File: src/design/orsp_pkg.sv
// Package for the object record stream parser: codes, constants and the
// result struct. No dependencies.
package orsp_pkg;

  localparam int FLAG_WIDTH_DEF = 32;
  localparam int OUT_FLAG_W     = 32;

  localparam logic [15:0] RESET_RECORD_ID = 16'd100;

  // Option codes
  localparam logic [7:0] OPT_SPEED    = 8'h00;
  localparam logic [7:0] OPT_WR_LIMIT = 8'h09;
  localparam logic [7:0] OPT_RD_LIMIT = 8'h0A;
  localparam logic [7:0] OPT_LIGHT    = 8'h16;
  localparam logic [7:0] OPT_UNUSED   = 8'h17;
  localparam logic [7:0] OPT_OFFSET   = 8'h19;
  localparam logic [7:0] OPT_RAISE    = 8'h1A;
  localparam logic [7:0] OPT_MAP_COL  = 8'h1D;
  localparam logic [7:0] OPT_HELP     = 8'h1E;
  localparam logic [7:0] OPT_END      = 8'hFF;

  // Attribute codes
  localparam logic [3:0] ATTR_SPEED    = 4'd0;
  localparam logic [3:0] ATTR_WR_LIMIT = 4'd1;
  localparam logic [3:0] ATTR_RD_LIMIT = 4'd2;
  localparam logic [3:0] ATTR_LIGHT    = 4'd3;
  localparam logic [3:0] ATTR_OFFSET   = 4'd5;
  localparam logic [3:0] ATTR_RAISE    = 4'd7;
  localparam logic [3:0] ATTR_MAP_COL  = 4'd8;
  localparam logic [3:0] ATTR_HELP     = 4'd9;

  // Result kinds
  localparam logic KIND_ATTR = 1'b0;
  localparam logic KIND_END  = 1'b1;

  typedef struct packed {
    logic [15:0]           record_id;
    logic                  result_kind;
    logic [3:0]            attribute_code;
    logic [15:0]           attribute_value;
    logic [OUT_FLAG_W-1:0] flag_bits;
    logic [7:0]            help_code;
    logic [31:0]           sprite_total;
  } orsp_result_t;

endpackage

File: src/design/orsp_parse.sv
// Record parser state machine: consumes one byte per step and produces at
// most one result per byte. Depends on orsp_pkg.
module orsp_parse
  import orsp_pkg::*;
#(
  parameter int FLAG_WIDTH = FLAG_WIDTH_DEF
) (
  input  logic         clk,
  input  logic         rst_n,
  input  logic         step,
  input  logic [7:0]   data_byte,
  input  logic         cfg_wr_en,
  input  logic [15:0]  cfg_wr_data,
  output logic         res_vld,
  output orsp_result_t res
);

  localparam logic [3:0] PH_OPTION = 4'd0;
  localparam logic [3:0] PH_ARG_LO = 4'd1;
  localparam logic [3:0] PH_ARG_HI = 4'd2;
  localparam logic [3:0] PH_HELP   = 4'd3;
  localparam logic [3:0] PH_WIDTH  = 4'd4;
  localparam logic [3:0] PH_HEIGHT = 4'd5;
  localparam logic [3:0] PH_EXTRA  = 4'd6;
  localparam logic [3:0] PH_COUNT  = 4'd7;
  localparam logic [3:0] PH_SKIP   = 4'd8;

  localparam logic [2:0] LAST_COUNT = 3'd4;

  logic [3:0]            phase_r, phase_nxt;
  logic [3:0]            pend_r, pend_nxt;
  logic [1:0]            args_r, args_nxt;
  logic [7:0]            lo_r, lo_nxt;
  logic [FLAG_WIDTH-1:0] flags_r, flags_nxt;
  logic [7:0]            help_r, help_nxt;
  logic [15:0]           id_r, id_nxt;
  logic [2:0]            hidx_r, hidx_nxt;
  logic                  wot_r, wot_nxt;
  logic [31:0]           prod_r, prod_nxt;
  logic [32:0]           skip_r, skip_nxt;

  logic [31:0] prod_mul;
  logic        wot_new;
  logic        fin;
  logic [31:0] fin_total;

  assign prod_mul = prod_r * {24'd0, data_byte};
  assign wot_new  = wot_r | (data_byte > 8'd1);

  always_comb begin
    phase_nxt = phase_r;
    pend_nxt  = pend_r;
    args_nxt  = args_r;
    lo_nxt    = lo_r;
    flags_nxt = flags_r;
    help_nxt  = help_r;
    id_nxt    = id_r;
    hidx_nxt  = hidx_r;
    wot_nxt   = wot_r;
    prod_nxt  = prod_r;
    skip_nxt  = skip_r;
    fin       = 1'b0;
    fin_total = prod_r;
    res_vld   = 1'b0;
    res       = '0;
    res.record_id = id_r;

    unique case (phase_r)
      PH_OPTION: begin
        if (data_byte == OPT_END) begin
          phase_nxt = PH_WIDTH;
        end else if (data_byte == OPT_HELP) begin
          phase_nxt = PH_HELP;
        end else if (data_byte[7:5] == 3'd0 && data_byte != OPT_UNUSED) begin
          if (data_byte != OPT_SPEED)
            flags_nxt = flags_r | (FLAG_WIDTH'(1) << data_byte[4:0]);
          unique case (data_byte)
            OPT_SPEED: begin
              pend_nxt = ATTR_SPEED;    args_nxt = 2'd1; phase_nxt = PH_ARG_LO;
            end
            OPT_WR_LIMIT: begin
              pend_nxt = ATTR_WR_LIMIT; args_nxt = 2'd1; phase_nxt = PH_ARG_LO;
            end
            OPT_RD_LIMIT: begin
              pend_nxt = ATTR_RD_LIMIT; args_nxt = 2'd1; phase_nxt = PH_ARG_LO;
            end
            OPT_LIGHT: begin
              pend_nxt = ATTR_LIGHT;    args_nxt = 2'd2; phase_nxt = PH_ARG_LO;
            end
            OPT_OFFSET: begin
              pend_nxt = ATTR_OFFSET;   args_nxt = 2'd2; phase_nxt = PH_ARG_LO;
            end
            OPT_RAISE: begin
              pend_nxt = ATTR_RAISE;    args_nxt = 2'd1; phase_nxt = PH_ARG_LO;
            end
            OPT_MAP_COL: begin
              pend_nxt = ATTR_MAP_COL;  args_nxt = 2'd1; phase_nxt = PH_ARG_LO;
            end
            default: ;
          endcase
        end
      end
      PH_ARG_LO: begin
        lo_nxt    = data_byte;
        phase_nxt = PH_ARG_HI;
      end
      PH_ARG_HI: begin
        res_vld             = 1'b1;
        res.result_kind     = KIND_ATTR;
        res.attribute_code  = pend_r;
        res.attribute_value = {data_byte, lo_r};
        if (args_r > 2'd1) begin
          args_nxt  = args_r - 2'd1;
          pend_nxt  = pend_r + 4'd1;
          phase_nxt = PH_ARG_LO;
        end else begin
          args_nxt  = 2'd0;
          phase_nxt = PH_OPTION;
        end
      end
      PH_HELP: begin
        help_nxt            = data_byte;
        res_vld             = 1'b1;
        res.result_kind     = KIND_ATTR;
        res.attribute_code  = ATTR_HELP;
        res.attribute_value = {8'd0, data_byte};
        phase_nxt           = PH_OPTION;
      end
      PH_WIDTH, PH_HEIGHT: begin
        wot_nxt   = wot_new;
        prod_nxt  = prod_mul;
        hidx_nxt  = 3'd0;
        if (phase_r == PH_WIDTH)
          phase_nxt = PH_HEIGHT;
        else
          phase_nxt = wot_new ? PH_EXTRA : PH_COUNT;
      end
      PH_EXTRA: begin
        phase_nxt = PH_COUNT;
      end
      PH_COUNT: begin
        prod_nxt = prod_mul;
        if (hidx_r < LAST_COUNT) begin
          hidx_nxt = hidx_r + 3'd1;
        end else begin
          skip_nxt = {prod_mul, 1'b0};
          if (prod_mul == 32'd0) begin
            fin       = 1'b1;
            fin_total = prod_mul;
          end else begin
            phase_nxt = PH_SKIP;
          end
        end
      end
      PH_SKIP: begin
        if (skip_r <= 33'd1) begin
          fin = 1'b1;
        end else begin
          skip_nxt = skip_r - 33'd1;
        end
      end
      default: begin
        phase_nxt = PH_OPTION;
      end
    endcase

    // record end: emit summary and clear per-record state
    if (fin) begin
      res_vld          = 1'b1;
      res.result_kind  = KIND_END;
      res.flag_bits    = flags_r[OUT_FLAG_W-1:0];
      res.help_code    = help_r;
      res.sprite_total = fin_total;
      id_nxt    = id_r + 16'd1;
      phase_nxt = PH_OPTION;
      pend_nxt  = 4'd0;
      args_nxt  = 2'd0;
      lo_nxt    = 8'd0;
      flags_nxt = '0;
      help_nxt  = 8'd0;
      hidx_nxt  = 3'd0;
      wot_nxt   = 1'b0;
      prod_nxt  = 32'd1;
      skip_nxt  = 33'd0;
    end
  end

  always_ff @(posedge clk) begin
    if (!rst_n) begin
      phase_r <= PH_OPTION;
      pend_r  <= 4'd0;
      args_r  <= 2'd0;
      lo_r    <= 8'd0;
      flags_r <= '0;
      help_r  <= 8'd0;
      id_r    <= RESET_RECORD_ID;
      hidx_r  <= 3'd0;
      wot_r   <= 1'b0;
      prod_r  <= 32'd1;
      skip_r  <= 33'd0;
    end else if (cfg_wr_en) begin
      id_r <= cfg_wr_data;
    end else if (step) begin
      phase_r <= phase_nxt;
      pend_r  <= pend_nxt;
      args_r  <= args_nxt;
      lo_r    <= lo_nxt;
      flags_r <= flags_nxt;
      help_r  <= help_nxt;
      id_r    <= id_nxt;
      hidx_r  <= hidx_nxt;
      wot_r   <= wot_nxt;
      prod_r  <= prod_nxt;
      skip_r  <= skip_nxt;
    end
  end

endmodule

File: src/design/object_record_stream_parser_core.sv
// A byte accepted into the input register passes the parse stage, and any
// result goes into the result register. One byte per cycle while the result
// register is free or drained; the sprite-count multiply (32x8) sits in the
// single parse stage. Reset: synchronous, active low; parser returns to the
// option phase, record id to 100; input and result registers are emptied.
//
// Top level of the object record stream parser. Depends on orsp_pkg and
// orsp_parse.
module object_record_stream_parser_core
  import orsp_pkg::*;
#(
  parameter int FLAG_WIDTH = FLAG_WIDTH_DEF
) (
  input  logic        clk,
  input  logic        rst_n,
  // byte stream in
  input  logic        in_valid,
  output logic        in_ready,
  input  logic [7:0]  in_data_byte,
  // results out
  output logic        out_valid,
  input  logic        out_ready,
  output logic [15:0] out_record_id,
  output logic        out_result_kind,
  output logic [3:0]  out_attribute_code,
  output logic [15:0] out_attribute_value,
  output logic [31:0] out_flag_bits,
  output logic [7:0]  out_help_code,
  output logic [31:0] out_sprite_total,
  // configuration
  input  logic        cfg_wr_en,
  input  logic [15:0] cfg_wr_data
);

  // Input register: holds one byte request until the parse stage can take it.
  logic         in_vld_r;
  logic [7:0]   in_byte_r;

  // Result register.
  logic         out_vld_r;
  orsp_result_t out_res_r;

  // Parse stage
  logic         advance;
  logic         res_vld;
  orsp_result_t res;

  // The stage advances whenever the result register is free or being
  // drained this cycle; a byte that yields no result still waits for that,
  // which keeps the control trivial and costs nothing at full rate.
  assign advance  = in_vld_r && (!out_vld_r || out_ready);
  assign in_ready = !in_vld_r || advance;

  always_ff @(posedge clk) begin
    if (!rst_n) begin
      in_vld_r <= 1'b0;
    end else if (in_ready) begin
      in_vld_r <= in_valid;
    end
  end

  always_ff @(posedge clk) begin
    if (in_ready && in_valid)
      in_byte_r <= in_data_byte;
  end

  orsp_parse #(
    .FLAG_WIDTH (FLAG_WIDTH)
  ) u_parse (
    .clk         (clk),
    .rst_n       (rst_n),
    .step        (advance),
    .data_byte   (in_byte_r),
    .cfg_wr_en   (cfg_wr_en),
    .cfg_wr_data (cfg_wr_data),
    .res_vld     (res_vld),
    .res         (res)
  );

  // Result register: loads on advance, otherwise drains on out_ready.
  always_ff @(posedge clk) begin
    if (!rst_n) begin
      out_vld_r <= 1'b0;
    end else if (advance) begin
      out_vld_r <= res_vld;
    end else if (out_ready) begin
      out_vld_r <= 1'b0;
    end
  end

  always_ff @(posedge clk) begin
    if (advance && res_vld)
      out_res_r <= res;
  end

  assign out_valid           = out_vld_r;
  assign out_record_id       = out_res_r.record_id;
  assign out_result_kind     = out_res_r.result_kind;
  assign out_attribute_code  = out_res_r.attribute_code;
  assign out_attribute_value = out_res_r.attribute_value;
  assign out_flag_bits       = out_res_r.flag_bits;
  assign out_help_code       = out_res_r.help_code;
  assign out_sprite_total    = out_res_r.sprite_total;

endmodule

File: config.mk
export PLATFORM = sky130hd
export DESIGN_NAME = object_record_stream_parser_core
export DESIGN_NICKNAME = d
export VERILOG_FILES = /design/src/design/orsp_pkg.sv /design/src/design/orsp_parse.sv /design/src/design/object_record_stream_parser_core.sv
export SDC_FILE = /design/constraint.sdc
export NUM_CORES = 1
export LEC_CHECK = 0
export ABC_AREA = 1
export BUFFER_PORTS_ARGS = -buffer_cell sky130_fd_sc_hd__buf_2
export CORE_MARGIN = 8
export CORE_UTILIZATION = 48
export CTS_CLUSTER_SIZE = 28
export DETAILED_ROUTE_END_ITERATION = 8
export PLACE_DENSITY = 0.63
export SYNTH_ARGS = -nofsm -noshare
export SYNTH_HDL_FRONTEND = slang
export SYNTH_SLANG_ARGS = --single-unit
File: constraint.sdc
create_clock -name clk -period 11.95 [get_ports clk]
set_input_delay 1.7925 -clock clk [delete_from_list [all_inputs] [get_ports clk]]
set_output_delay 1.7925 -clock clk [all_outputs]
set_load 0.05 [all_outputs]
==> metrics.txt <==
Worst Hold End=u_parse.flags_r[21]; status=finished, final reports clean; CTS resizes=0; Power Density=94.9 nW/um^2; largest net degree at the start of global routing=89; layout cell share with drive strength beyond 1=0.105; most numerous cell in the Yosys netlist=nand2_1; Final setup viols=0; post-DP HPWL=40800 um; synthesized area per cell=7.66 um^2; Slowest Stage Delay on Critical Path=940 ps; routability cong.=0.934; final net count=2845; most frequent CP cell=nand2_1; detailed-route wire length=56100 um; H-tree depth reported by CTS=1; count of different cell masters after synthesis=52; TNS Setup=0 ps; P_leak=10.0 nW; Post-Synthesis Cell Area=19600 um^2; Worst Hold Depth=2; Fin. Hold Viols=0; initial antenna violation count=0; Worst EP required=12150 ps; flops & latches, synth=262; root buffer cell=clkbuf_16; clock latency at the later pin of the worst-skew pair=600 ps; r2r setup slk=3130 ps; Tot GR Track Use=0.233; via count=16753; I/O pin cnt=140; top cells by area, synth=edfxtp_1 (18%), fa_1 (16%), dfxtp_1 (15%); clock power share=0.485; sw frac=0.239; Site Rows=74; RSZ-0062 raised after global routing=no; RR Endpoint=out_sprite_total[25]; Sink Count=262; Min-Delay Path Class=reg2reg; post-detailed-route wirelength per cell=17.7 um; vias in the first global route=16700; total gr overflow=0; fmax=0.113 GHz; reg2reg start=in_byte_r[2]; FFs w/ async S/R, synth=0; Port Buffer Count=139; Slew headroom=0.249; post-synth top area share=0.180; CP max stage cell=buf_4; DRC Markers=0; core area=40600 um^2; Least-Margin Pin Slew=1130 ps; Reg power frac=0.463; CP Max Fanout=85; Hold Path Origin=u_parse.flags_r[21]; Synthesis Warnings=0; R2R cell count=23; internal power=1.55 mW; net switching power figure=487 uW; diodes inserted=0; Post-CTS Setup Inserts=0; Post-synth EDFFs=117; post-synth top area cell=edfxtp_1; Via density=5.28; Synth-to-Final Area Change=9.71%; Critical Path AT=9020 ps; Tmin final=8820 ps; Post-Syn Nets=2785; worst path cell trace=buf_4, nand2_1, fa_1, fa_1, fa_1, fa_1, inv_1, ha_1, nand2_1, inv_1, a21oi_1, nand2_2, nand2_1, nand2_1, xor2_1, nor2_1, nand2_1, nor3_1, nand3_2, nand2_8, nand2_4, o21ai_4, buf_4; CP Class=reg2reg; CTS max path bufs=3; post-route ant nets=0; Pre-antenna DRT Iters=5; startpoint types=flop; top cells by count, synth=nand2_1 (609), inv_1 (457), nor2_1 (284); CP endpoint kind=flop; final clock skew=23.1 ps; global-route wire length before repair=90100 um; hold buffer count at CTS=0; cell count after synthesis=2555; Slew Viols, Final=0; Die H=218 um; TritonCTS buffer count=31; fin crit share=0.738; initial core utilization=0.483; Die W=218 um; Logic pwr share=0.052; clock transition at the registers of the reported paths=60 ps; sequential share of the synthesized area=0.328; ys flop type=dfxtp_1; Starting DRT DRC Count=1350; area of the die=47500 um^2; CTS tree=done; DP Area=20400 um^2; max cap viols=0; Max VDD drop=0.0843 mV; Final Instance Area=21500 um^2
-- power groups by stage --
stage / logic, mW / clock network [mW] / registers (mW)
floorplan: 0.0714 / 0 / 0.963
global placement: 0.103 / 0 / 0.963
detailed placement: 0.104 / 0 / 0.963
CTS: 0.105 / 1.01 / 0.943
global route: 0.116 / 1.04 / 0.944
finish: 0.105 / 0.988 / 0.943
-- area by class of cell --
cell class / instances / area [um^2]
timing repair buffer: 156 / 823
clock buffer: 41 / 843
inverter: 467 / 1750
multi-input combinational: 1697 / 10700
clock inverter: 17 / 218
fill: 3983 / 19100
tap: 532 / 666
sequential: 262 / 6420
-- placed cells by master, fill, tap and decap left out, types with 21 or more instances in the layout --
| cell type | n |
|---|---|
| nand2_1 | 609 |
| inv_1 | 457 |
| nor2_1 | 284 |
| fa_1 | 156 |
| dfxtp_1 | 145 |
| buf_2 | 139 |
| nand3_1 | 131 |
| edfxtp_1 | 117 |
| o21ai_0 | 110 |
| a21oi_1 | 107 |
| ha_1 | 45 |
| xor2_1 | 35 |
| clkbuf_16 | 31 |
| a21oi_2 | 30 |
| nand4_1 | 28 |
| nor3_1 | 21 |
-- flip-flops by register name, indices dropped and copies added, names as in the netlist, 4 cells and up --
name,count
out_help_code,8
u_parse.skip_r,33
u_parse.id_r,16
u_parse.phase_r,4
in_byte_r,8
u_parse.lo_r,8
out_attribute_value,16
out_record_id,16
u_parse.flags_r,32
out_attribute_code,4
u_parse.pend_r,4
u_parse.help_r,8
u_parse.prod_r,32
out_sprite_total,32
out_flag_bits,32
-- metrics by stage --
step           std cells  setup WS (ps)   util  power (mW)  hold WS (ps)
3_3_place_gp        3114           3350  0.503        1.07           445
5_1_grt             3172           2630  0.529        2.10           477
2_1_floorplan       2555           1590      -        1.03           430
6_report            3172           3130  0.529        2.04           460
3_5_place_dp        3114           3210  0.503        1.07           453
4_1_cts             3172           3170  0.529        2.06           463
-- routing by layer --
layer	vias to the layer above	track usage	routed length [um]
li1	8050	-	-
met1	8091	0.321	25000
met2	542	0.373	26000
met3	70	0.0470	4010
met4	0	0.0587	1140
met5	-	0	0
-- how the worst max path moves through the flow --
stage,endpoint,slack [ps],start,depth (start not counted)
4_1_cts,out_sprite_total[25],3170,in_byte_r[2],23
3_3_place_gp,out_sprite_total[21],3350,in_byte_r[4],23
6_report,out_sprite_total[25],3130,in_byte_r[2],23
5_1_grt,out_sprite_total[25],2630,in_byte_r[2],23
2_1_floorplan,out_attribute_code[0],1590,out_ready,4
3_5_place_dp,out_sprite_total[23],3210,in_byte_r[2],23
-- worst max-delay path, delay by kind of cell, from the launching register on --
| kind | cells | cell delay (ps) |
|---|---|---|
| DFF | 1 | 330 |
| buffers and inverters | 4 | 1480 |
| xor gates and xnor gates | 1 | 260 |
| adders and majority gates | 5 | 2440 |
| AOI/OAI and AO/OA | 2 | 590 |
| and+or+nand+nor | 11 | 3120 |
-- kinds of logic (layout without fill, tap and decap cells) --
group	Yosys count	count (layout)	share of synthesized area
AND/OR/NAND/NOR	1119	1119	0.238
AO/OA/AOI/OAI	326	326	0.0998
adder cells (fa/ha/maj)	201	201	0.188
flip-flops	262	262	0.328
buffers and inverters	596	681	0.124
XOR/XNOR	51	51	0.0228
No activity file was read; power rests on OpenSTA's default activity.
